### src/hdl/mlqs_pkg.sv
// package for the multilevel queue scheduler: payload structs, constants,
// controller/datapath command and status types. no dependencies.
package mlqs_pkg;

    localparam int MAX_TASKS_DEF   = 16;
    localparam logic [7:0] QUANTUM_RST   = 8'd4;
    localparam logic [7:0] THRESHOLD_RST = 8'd3;

    localparam logic CFG_QUANTUM   = 1'b0;
    localparam logic CFG_THRESHOLD = 1'b1;

    localparam logic FUNC_ARRIVAL = 1'b0;
    localparam logic FUNC_TICK    = 1'b1;

    typedef struct packed {
        logic        func;
        logic [3:0]  task_id;
        logic [15:0] burst_length;
        logic [7:0]  task_priority;
    } t_in_item;

    typedef struct packed {
        logic        status;
        logic [3:0]  ran_task;
        logic        cpu_idle;
        logic        task_done;
        logic [31:0] turnaround;
        logic [31:0] waiting;
    } t_out_item;

    typedef struct packed {
        logic load;    // capture input item
        logic exec;    // perform the operation on the captured item
    } t_cmd;

    typedef struct packed {
        logic is_tick;
    } t_status;

endpackage

### src/hdl/mlqs_ctrl.sv
// controller state machine for the scheduler
// depends on mlqs_pkg
module mlqs_ctrl (
    input  logic             i_clk,
    input  logic             i_rst_n,
    input  logic             start,
    output logic             busy,
    output mlqs_pkg::t_cmd   o_cmd
);
    import mlqs_pkg::*;

    typedef enum logic [1:0] {
        S_IDLE = 2'b01,
        S_EXEC = 2'b10
    } t_state;

    t_state r_state, n_state;

    always_comb begin
        n_state = r_state;
        unique case (r_state)
            S_IDLE: if (start) n_state = S_EXEC;
            S_EXEC: n_state = S_IDLE;
            default: n_state = S_IDLE;
        endcase
    end

    always_ff @(posedge i_clk) begin
        if (!i_rst_n) r_state <= S_IDLE;
        else r_state <= n_state;
    end

    assign busy       = (r_state == S_EXEC);
    assign o_cmd.load = (r_state == S_IDLE) && start;
    assign o_cmd.exec = (r_state == S_EXEC);
endmodule

### src/hdl/mlqs_dp.sv
// scheduler datapath: fifos, task tables, time counter, result register
// depends on mlqs_pkg
module mlqs_dp #(
    parameter int MAX_TASKS = mlqs_pkg::MAX_TASKS_DEF
) (
    input  logic                 i_clk,
    input  logic                 i_rst_n,
    input  mlqs_pkg::t_cmd       i_cmd,
    input  mlqs_pkg::t_in_item   i_item,
    input  logic                 i_cfg_we,
    input  logic                 i_cfg_idx,
    input  logic [7:0]           i_cfg_data,
    output logic                 o_strobe,
    output mlqs_pkg::t_out_item  o_result
);
    import mlqs_pkg::*;

    localparam int IW = (MAX_TASKS > 16) ? $clog2(MAX_TASKS) : 4;
    localparam int AW = $clog2(MAX_TASKS);
    localparam int CW = AW + 1;

    // fifo index wrap, also for depths that are not a power of two
    function automatic logic [AW-1:0] f_wrap(logic [AW:0] v);
        return (int'(v) >= MAX_TASKS) ? AW'(int'(v) - MAX_TASKS) : v[AW-1:0];
    endfunction

    logic [7:0] r_quantum, r_thresh;
    t_in_item   r_item;
    logic [31:0] r_now;

    logic [IW-1:0] r_hq [MAX_TASKS];
    logic [IW-1:0] r_lq [MAX_TASKS];
    logic [AW-1:0] r_hhead, r_lhead;
    logic [CW-1:0] r_hcnt, r_lcnt;

    logic [15:0] r_rem   [MAX_TASKS];
    logic [15:0] r_burst [MAX_TASKS];
    logic [31:0] r_arr   [MAX_TASKS];
    logic [MAX_TASKS-1:0] r_active;

    logic [IW-1:0] r_run;
    logic r_run_v, r_run_hi, r_rot;
    logic [7:0] r_qused;

    // fifo tail and next head positions
    logic [AW-1:0] h_tail, l_tail, h_head_nx, l_head_nx;
    assign h_tail    = f_wrap({1'b0, r_hhead} + r_hcnt);
    assign l_tail    = f_wrap({1'b0, r_lhead} + r_lcnt);
    assign h_head_nx = f_wrap({1'b0, r_hhead} + CW'(1));
    assign l_head_nx = f_wrap({1'b0, r_lhead} + CW'(1));

    // arrival decode
    logic [IW-1:0] a_id;
    logic          a_in_rng, a_ok, a_high;
    logic [15:0]   a_burst;
    assign a_id     = IW'(r_item.task_id);
    assign a_in_rng = (int'(r_item.task_id) < MAX_TASKS);
    assign a_ok     = a_in_rng && !r_active[a_id[AW-1:0]];
    assign a_high   = r_item.task_priority < r_thresh;
    assign a_burst  = (r_item.burst_length == 16'd0) ? 16'd1 : r_item.burst_length;

    // tick: rotation push then pick
    logic          h_push_rot;
    logic [CW-1:0] hcnt_eff;
    logic          need_pick, pick_h, pick_l, idle;
    logic [IW-1:0] cur;
    logic [AW-1:0] cur_a;
    logic [15:0]   rem_new;
    logic [31:0]   now_inc, ta;
    logic [7:0]    q_new, q_eff;
    logic          done;
    logic          n_rot;
    t_out_item     n_result;

    assign h_push_rot = r_rot && (r_hcnt < CW'(MAX_TASKS));
    assign hcnt_eff   = r_hcnt + CW'(h_push_rot);
    assign need_pick  = !r_run_v || r_rot;
    // a rotated task pushed into an empty queue is popped straight back
    assign pick_h     = need_pick && (hcnt_eff != '0);
    assign pick_l     = need_pick && !pick_h && (r_lcnt != '0);
    assign idle       = need_pick && !pick_h && !pick_l;
    always_comb begin
        if (pick_h) cur = (r_hcnt == '0) ? r_run : r_hq[r_hhead];
        else if (pick_l) cur = r_lq[r_lhead];
        else cur = r_run;
    end
    assign cur_a   = cur[AW-1:0];
    assign rem_new = (r_rem[cur_a] == 16'd0) ? 16'd0 : r_rem[cur_a] - 16'd1;
    assign now_inc = r_now + 32'd1;
    assign ta      = now_inc - r_arr[cur_a];
    assign q_eff   = need_pick ? 8'd0 : r_qused;
    assign q_new   = (q_eff == 8'hff) ? q_eff : q_eff + 8'd1;
    assign done    = (rem_new == 16'd0);

    wire tick = i_cmd.exec && r_item.func == FUNC_TICK;
    wire arr  = i_cmd.exec && r_item.func == FUNC_ARRIVAL;
    wire run_hi_new = pick_h ? 1'b1 : (pick_l ? 1'b0 : r_run_hi);

    assign n_rot = !idle && !done && run_hi_new && (q_new >= r_quantum);

    always_comb begin
        n_result = '0;
        if (arr) n_result.status = !a_ok;
        if (tick) begin
            n_result.cpu_idle  = idle;
            n_result.ran_task  = idle ? 4'd0 : cur[3:0];
            n_result.task_done = !idle && done;
            if (!idle && done) begin
                n_result.turnaround = ta;
                n_result.waiting    = ta - {16'd0, r_burst[cur_a]};
            end
        end
    end

    always_ff @(posedge i_clk) begin
        if (i_cmd.load) r_item <= i_item;
        if (tick && !idle) r_rem[cur_a] <= rem_new;
        if (arr && a_ok) begin
            r_rem[a_id[AW-1:0]]   <= a_burst;
            r_burst[a_id[AW-1:0]] <= a_burst;
            r_arr[a_id[AW-1:0]]   <= r_now;
            if (a_high) begin
                if (r_hcnt < CW'(MAX_TASKS))
                    r_hq[h_tail] <= a_id;
            end else if (r_lcnt < CW'(MAX_TASKS)) begin
                r_lq[l_tail] <= a_id;
            end
        end
        if (tick && h_push_rot && r_hcnt != '0)
            r_hq[h_tail] <= r_run;
        o_result <= n_result;
    end

    always_ff @(posedge i_clk) begin
        if (!i_rst_n) begin
            r_quantum <= QUANTUM_RST;
            r_thresh  <= THRESHOLD_RST;
            r_now <= '0; r_hhead <= '0; r_lhead <= '0; r_hcnt <= '0; r_lcnt <= '0;
            r_active <= '0; r_run <= '0; r_run_v <= 1'b0; r_run_hi <= 1'b0;
            r_rot <= 1'b0; r_qused <= '0; o_strobe <= 1'b0;
        end else begin
            o_strobe <= i_cmd.exec;
            if (i_cfg_we) begin
                if (i_cfg_idx == CFG_QUANTUM) r_quantum <= i_cfg_data;
                else r_thresh <= i_cfg_data;
            end
            if (arr && a_ok) begin
                r_active[a_id[AW-1:0]] <= 1'b1;
                if (a_high) begin
                    if (r_hcnt < CW'(MAX_TASKS)) r_hcnt <= r_hcnt + 1'b1;
                end else if (r_lcnt < CW'(MAX_TASKS)) r_lcnt <= r_lcnt + 1'b1;
            end
            if (tick) begin
                r_now <= now_inc;
                r_rot <= n_rot;
                if (pick_h) begin
                    if (r_hcnt != '0) r_hhead <= h_head_nx;
                    r_hcnt <= hcnt_eff - 1'b1;
                end else if (h_push_rot) begin
                    r_hcnt <= hcnt_eff;
                end
                if (pick_l) begin
                    r_lhead <= l_head_nx;
                    r_lcnt  <= r_lcnt - 1'b1;
                end
                if (idle) begin
                    r_run_v <= 1'b0;
                end else begin
                    r_run <= cur;
                    if (done) begin
                        r_active[cur_a] <= 1'b0;
                        r_run_v <= 1'b0; r_run_hi <= 1'b0; r_qused <= '0;
                    end else begin
                        r_run_v <= 1'b1; r_run_hi <= run_hi_new; r_qused <= q_new;
                    end
                end
            end
        end
    end
endmodule

### src/hdl/multilevel_queue_scheduler_top.sv
// multilevel queue scheduler: high round-robin queue over low fcfs queue
// result: after start is accepted the controller enters S_EXEC, and o_strobe is registered from it
// start is taken only in S_IDLE; busy is high for one cycle after start
// reset: synchronous active low, empties both queues, clears time and tasks
// the receiver cannot stall; each result is shown for one cycle on o_strobe
module multilevel_queue_scheduler_top #(
    parameter int MAX_TASKS = mlqs_pkg::MAX_TASKS_DEF
) (
    input  logic                 i_clk,
    input  logic                 i_rst_n,
    input  logic                 start,
    output logic                 busy,
    input  mlqs_pkg::t_in_item   i_item,
    input  logic                 i_cfg_we,
    input  logic                 i_cfg_idx,
    input  logic [7:0]           i_cfg_data,
    output logic                 o_strobe,
    output mlqs_pkg::t_out_item  o_result
);
    import mlqs_pkg::*;

    t_cmd w_cmd;

    // controller sequences capture and execute of each transaction
    mlqs_ctrl u_ctrl (
        .i_clk(i_clk), .i_rst_n(i_rst_n), .start(start), .busy(busy), .o_cmd(w_cmd)
    );

    // datapath holds queues, per-task tables and the result register
    mlqs_dp #(.MAX_TASKS(MAX_TASKS)) u_dp (
        .i_clk(i_clk), .i_rst_n(i_rst_n), .i_cmd(w_cmd), .i_item(i_item),
        .i_cfg_we(i_cfg_we), .i_cfg_idx(i_cfg_idx), .i_cfg_data(i_cfg_data),
        .o_strobe(o_strobe), .o_result(o_result)
    );
endmodule

### config.mk
export PLATFORM = sky130hd
export DESIGN_NAME = multilevel_queue_scheduler_top
export DESIGN_NICKNAME = d
export VERILOG_FILES = /design/src/hdl/mlqs_pkg.sv /design/src/hdl/mlqs_ctrl.sv /design/src/hdl/mlqs_dp.sv /design/src/hdl/multilevel_queue_scheduler_top.sv
export SDC_FILE = /design/constraint.sdc
export NUM_CORES = 2
export LEC_CHECK = 0
export ABC_AREA = 1
export BUFFER_PORTS_ARGS = -buffer_cell sky130_fd_sc_hd__buf_2
export CORE_AREA = 3 3 371 446
export CTS_CLUSTER_DIAMETER = 30
export DETAILED_ROUTE_END_ITERATION = 10
export DIE_AREA = 0 0 374 449
export PLACE_DENSITY = 0.53
export SYNTH_ARGS = -nofsm -noshare
export SYNTH_HDL_FRONTEND = slang
export SYNTH_HIERARCHICAL = 1
export SYNTH_SLANG_ARGS = --single-unit
### constraint.sdc
create_clock -name i_clk -period 8.4 [get_ports i_clk]
set_input_delay 1.26 -clock i_clk [delete_from_list [all_inputs] [get_ports i_clk]]
set_output_delay 1.26 -clock i_clk [all_outputs]
set_load 0.005 [all_outputs]
==> metrics.md <==
| Metric | Value |
|---|---|
| Outcome | finished, final reports clean |
| Worst-Skew Late Latency | 0.89 ns |
| Leak pwr | 0.0250 uW |
| CP arrival | 8.74 ns |
| Clock power frac | 55.9% |
| Max stage delay on crit path | 0.69 ns |
| Gr usage total | 19.7% |
| DR pass1 iterations | 5 |
| Most frequent cells in the layout | edfxtp_1, nand2_1, nor2_1 |
| CTS tree | yes |
| Syn nets | 4929 |
| Sw power | 4450 uW |
| Delay-heaviest family, CP | simple AND/OR/NAND/NOR gates |
| Setup TNS | 0 ns |
| DRC Markers | 0 |
| Synth Register Bits | 1360 |
| Worst Setup SP | u_dp/r_rot |
| Mux cell area share after synthesis | 0% |
| Horiz. Die Dim | 374 um |
| Mapped Avg Cell Area | 11.7 um2 |
| Critical Path RT | 9.21 ns |
| Reg2Reg Depth | 36 |
| Post-CTS setup buffer count | 0 |
| WL per Instance | 22.9 um |
| Share of post-route cells with drive strength above 1 | 14.9% |
| Capturing point of the worst reg2reg path | u_dp/o_result[30] |
| Commonest non-fill, non-tap cell in the layout | edfxtp_1 |
| XOR/XNOR Fraction of Synth Area | 1.46% |
| Register area share after synthesis | 69.3% |
| Max frequency | 0.126 GHz |
| Synth Area in Simple Gates | 13.5% |
| CP max FO | 24 |
| Worst IR Drop VDD | 0.164 mV |
| Seq pwr share | 38.3% |
| Slew Limit Headroom | 15.5% |
| Crit path buf inv count | 8 |
| Maxcap violations | 0 |
| Internal power | 15100 uW |
| First-pass GRT wire length | 250000 um |
| Syn-to-layout area delta | 22.6% |
| CP Depth | 36 |
| Main combinational cell family by area after synthesis | simple AND/OR/NAND/NOR gates |
| Ys async rst share | 0% |
| Startpoint Class | register |
| Hold WS | 0.462 ns |
| Crit. End Element | register |
| Root Driver | clkbuf_16 |
| Clock sinks | 1360 |
| RSZ-0062 raised after global routing | no |
| Crit path kind | reg -> reg |
| Core area | 0.161 mm2 |
| Final wirelength | 170000 um |
| Worst slew pin tran | 1.26 ns |
| Critical path's slowest cell | nor4_2 |
| PwrDens | 283 mW/mm2 |
| H-tree depth | 5 |
| Most used cell along the critical path | nand2_1 |
| Initial Util | 35.0% |
| Yosys warns | 6 |
| Via count | 38.8k |
| Synth Area in Compound Gates | 9.89% |
| Setup Skew | 0.0601 ns |
| Count of final setup violators | 0 |
| Comb power frac | 5.7% |
| Die area | 0.168 mm2 |
| Post-cts hold buffer count | 0 |
| Input/output buffers | 114 |
| Final hold violation count | 0 |
| EDFF count, synth | 1181 |
| Adder-Cell Fraction of Synth Area | 1.94% |
| Post-synth cell types | 54 |
| Antenna Cells | 0 |
| Max Root-Sink Buffers | 4 |
| Die Ht | 449 um |
| Net Sw Frac | 22.8% |
| Crit path time final | 7.94 ns |
| CP Capture Point | u_dp/o_result[30] |
| Largest net degree at the start of global routing | 132 |
| Synthesized cell area | 0.0563 mm2 |
| IO Pins | 115 |
| CTS buffer count | 284 |
| Initial detailed-routing violation count | 3386 |
| Routed vias/inst | 5.24 |
| Slew Limit Fails | 0 |
| DRT antenna net count | 0 |
| R2R Setup Slk | 0.46 ns |
| Number of cell rows | 161 |
| R2r startpoint | u_dp/r_rot |
| Layout Nets | 5204 |
| Grt total ovfl | 0 |
| Power Total | 19500 uW |
| Initial antenna violation count | 2 |
| Gp weighted congestion | 0.883 |
| Crit share post-route | 94.5% |
| Syn Inst Count | 4802 |
| Vias in the first global route | 38.5k |
| Worst-path clk slew | 0.04 ns |
| Top FF cell, synth | edfxtp_1 |
| Hold crit path type | reg -> reg |
| Post-DP HPWL | 98700 um |
[area by class of cell]
type	instances	area (um2)
Inverter	295	1110
Sequential cell	1360	39000
Multi-Input combinational cell	2912	15400
Clock buffer	330	7450
Timing Repair Buffer	224	1500
Clock inverter	169	1920
Fill cell	14789	91900
Tap cell	2119	2650
[worst register-to-register path: cells and delay by family (launching register included)]
| family | cells | cell delay [ns] |
|---|---|---|
| AO/OA/AOI/OAI | 4 | 0.84 |
| XOR/XNOR | 1 | 0.42 |
| adder cells (fa/ha/maj) | 4 | 1.01 |
| buffers and inverters | 8 | 1.65 |
| flip-flops | 1 | 0.34 |
| AND/OR/NAND/NOR | 19 | 3.63 |
[registers in the layout, summed over array words and instances, names as in the netlist, 16 cells and up, named ones only]
name,flops
u_dp/r_arr,512
u_dp/r_burst,256
u_dp/r_rem,256
u_dp/o_result,71
u_dp/r_hq,64
u_dp/r_lq,64
u_dp/r_now,32
u_dp/r_item,25
u_dp/r_active,16
[cell families (layout without fill, tap and decap cells)]
family / after synthesis / after routing
fa+ha+maj: 85 / 85
xor+xnor: 93 / 93
buf+inv: 530 / 1018
flops: 1360 / 1360
simple gates: 1805 / 1805
compound gates: 929 / 929
[worst min path at each step]
stage | startpoint | endpoint | depth (start not counted)
after global routing | u_dp/r_run_v | u_dp/r_run_v | 2
after global placement | u_dp/r_thresh[5] | u_dp/r_thresh[5] | 2
after CTS | u_dp/r_qused[2] | u_dp/r_qused[2] | 2
after detailed placement | u_dp/r_qused[2] | u_dp/r_qused[2] | 2
final | u_dp/r_qused[1] | u_dp/r_qused[1] | 2
after floorplan | u_dp/r_quantum[7] | u_dp/r_quantum[7] | 2
[power by group through the flow]
stage / logic [uW] / registers [uW] / clock network, uW
4_1_cts: 1120 / 7480 / 11100
3_3_place_gp: 1110 / 7610 / 0
2_1_floorplan: 699 / 7570 / 0
6_report: 1120 / 7480 / 10900
3_5_place_dp: 1110 / 7610 / 0
5_1_grt: 1230 / 7480 / 11400
[repair_timing]
item                                    4_1_cts  5_1_grt
endpoints found under the hold margin         0        0
endpoints found under the setup margin        0       13
gates resized for setup                       0       15
[cells in the mapped netlist, types with 14 or more instances]
cell      count  area share [%]
xnor2_1      21            0.33
o21a_1       27            0.36
nand2_1    1017             6.8
nor2_1      360             2.4
buf_1        19            0.13
inv_1       274             1.8
ha_1         81             1.8
clkbuf_1    134            0.89
nand3_1     260             2.3
o22ai_1     240             2.7
nor3_1       21            0.19
xor2_1       71             1.1
buf_2        56            0.50
o21ai_0     270             2.4
nand4_1      60            0.67
dfxtp_1     179             6.4
nor2_2       19            0.21
inv_2        14           0.093
a22oi_1     138             1.8
a21oi_1     173             1.5
edfxtp_1   1181              63
nor4_1       25            0.28
o211ai_1     27            0.36
[routing by layer]
layer	vias up	global-route usage [%]	wire [um]
met5	-	0	0
met4	0	7.46	5500
met3	326	3.40	9890
met2	1311	33.4	83700
met1	19269	25.3	70400
li1	17882	-	-
[per-stage QoR]
step / util [%] / std cells / cell area, um2 / setup slack (ns)
2_1_floorplan: - / 4802 / 56300 / 1.51
3_3_place_gp: 37.1 / 6910 / 59600 / 0.0879
3_5_place_dp: 37.1 / 6910 / 59600 / 0.0581
4_1_cts: 42.9 / 7409 / 69000 / 0.0164
5_1_grt: 42.9 / 7409 / 69100 / 0.0286
6_report: 42.9 / 7409 / 69100 / 0.464
No activity file was read; power rests on OpenSTA's default activity.
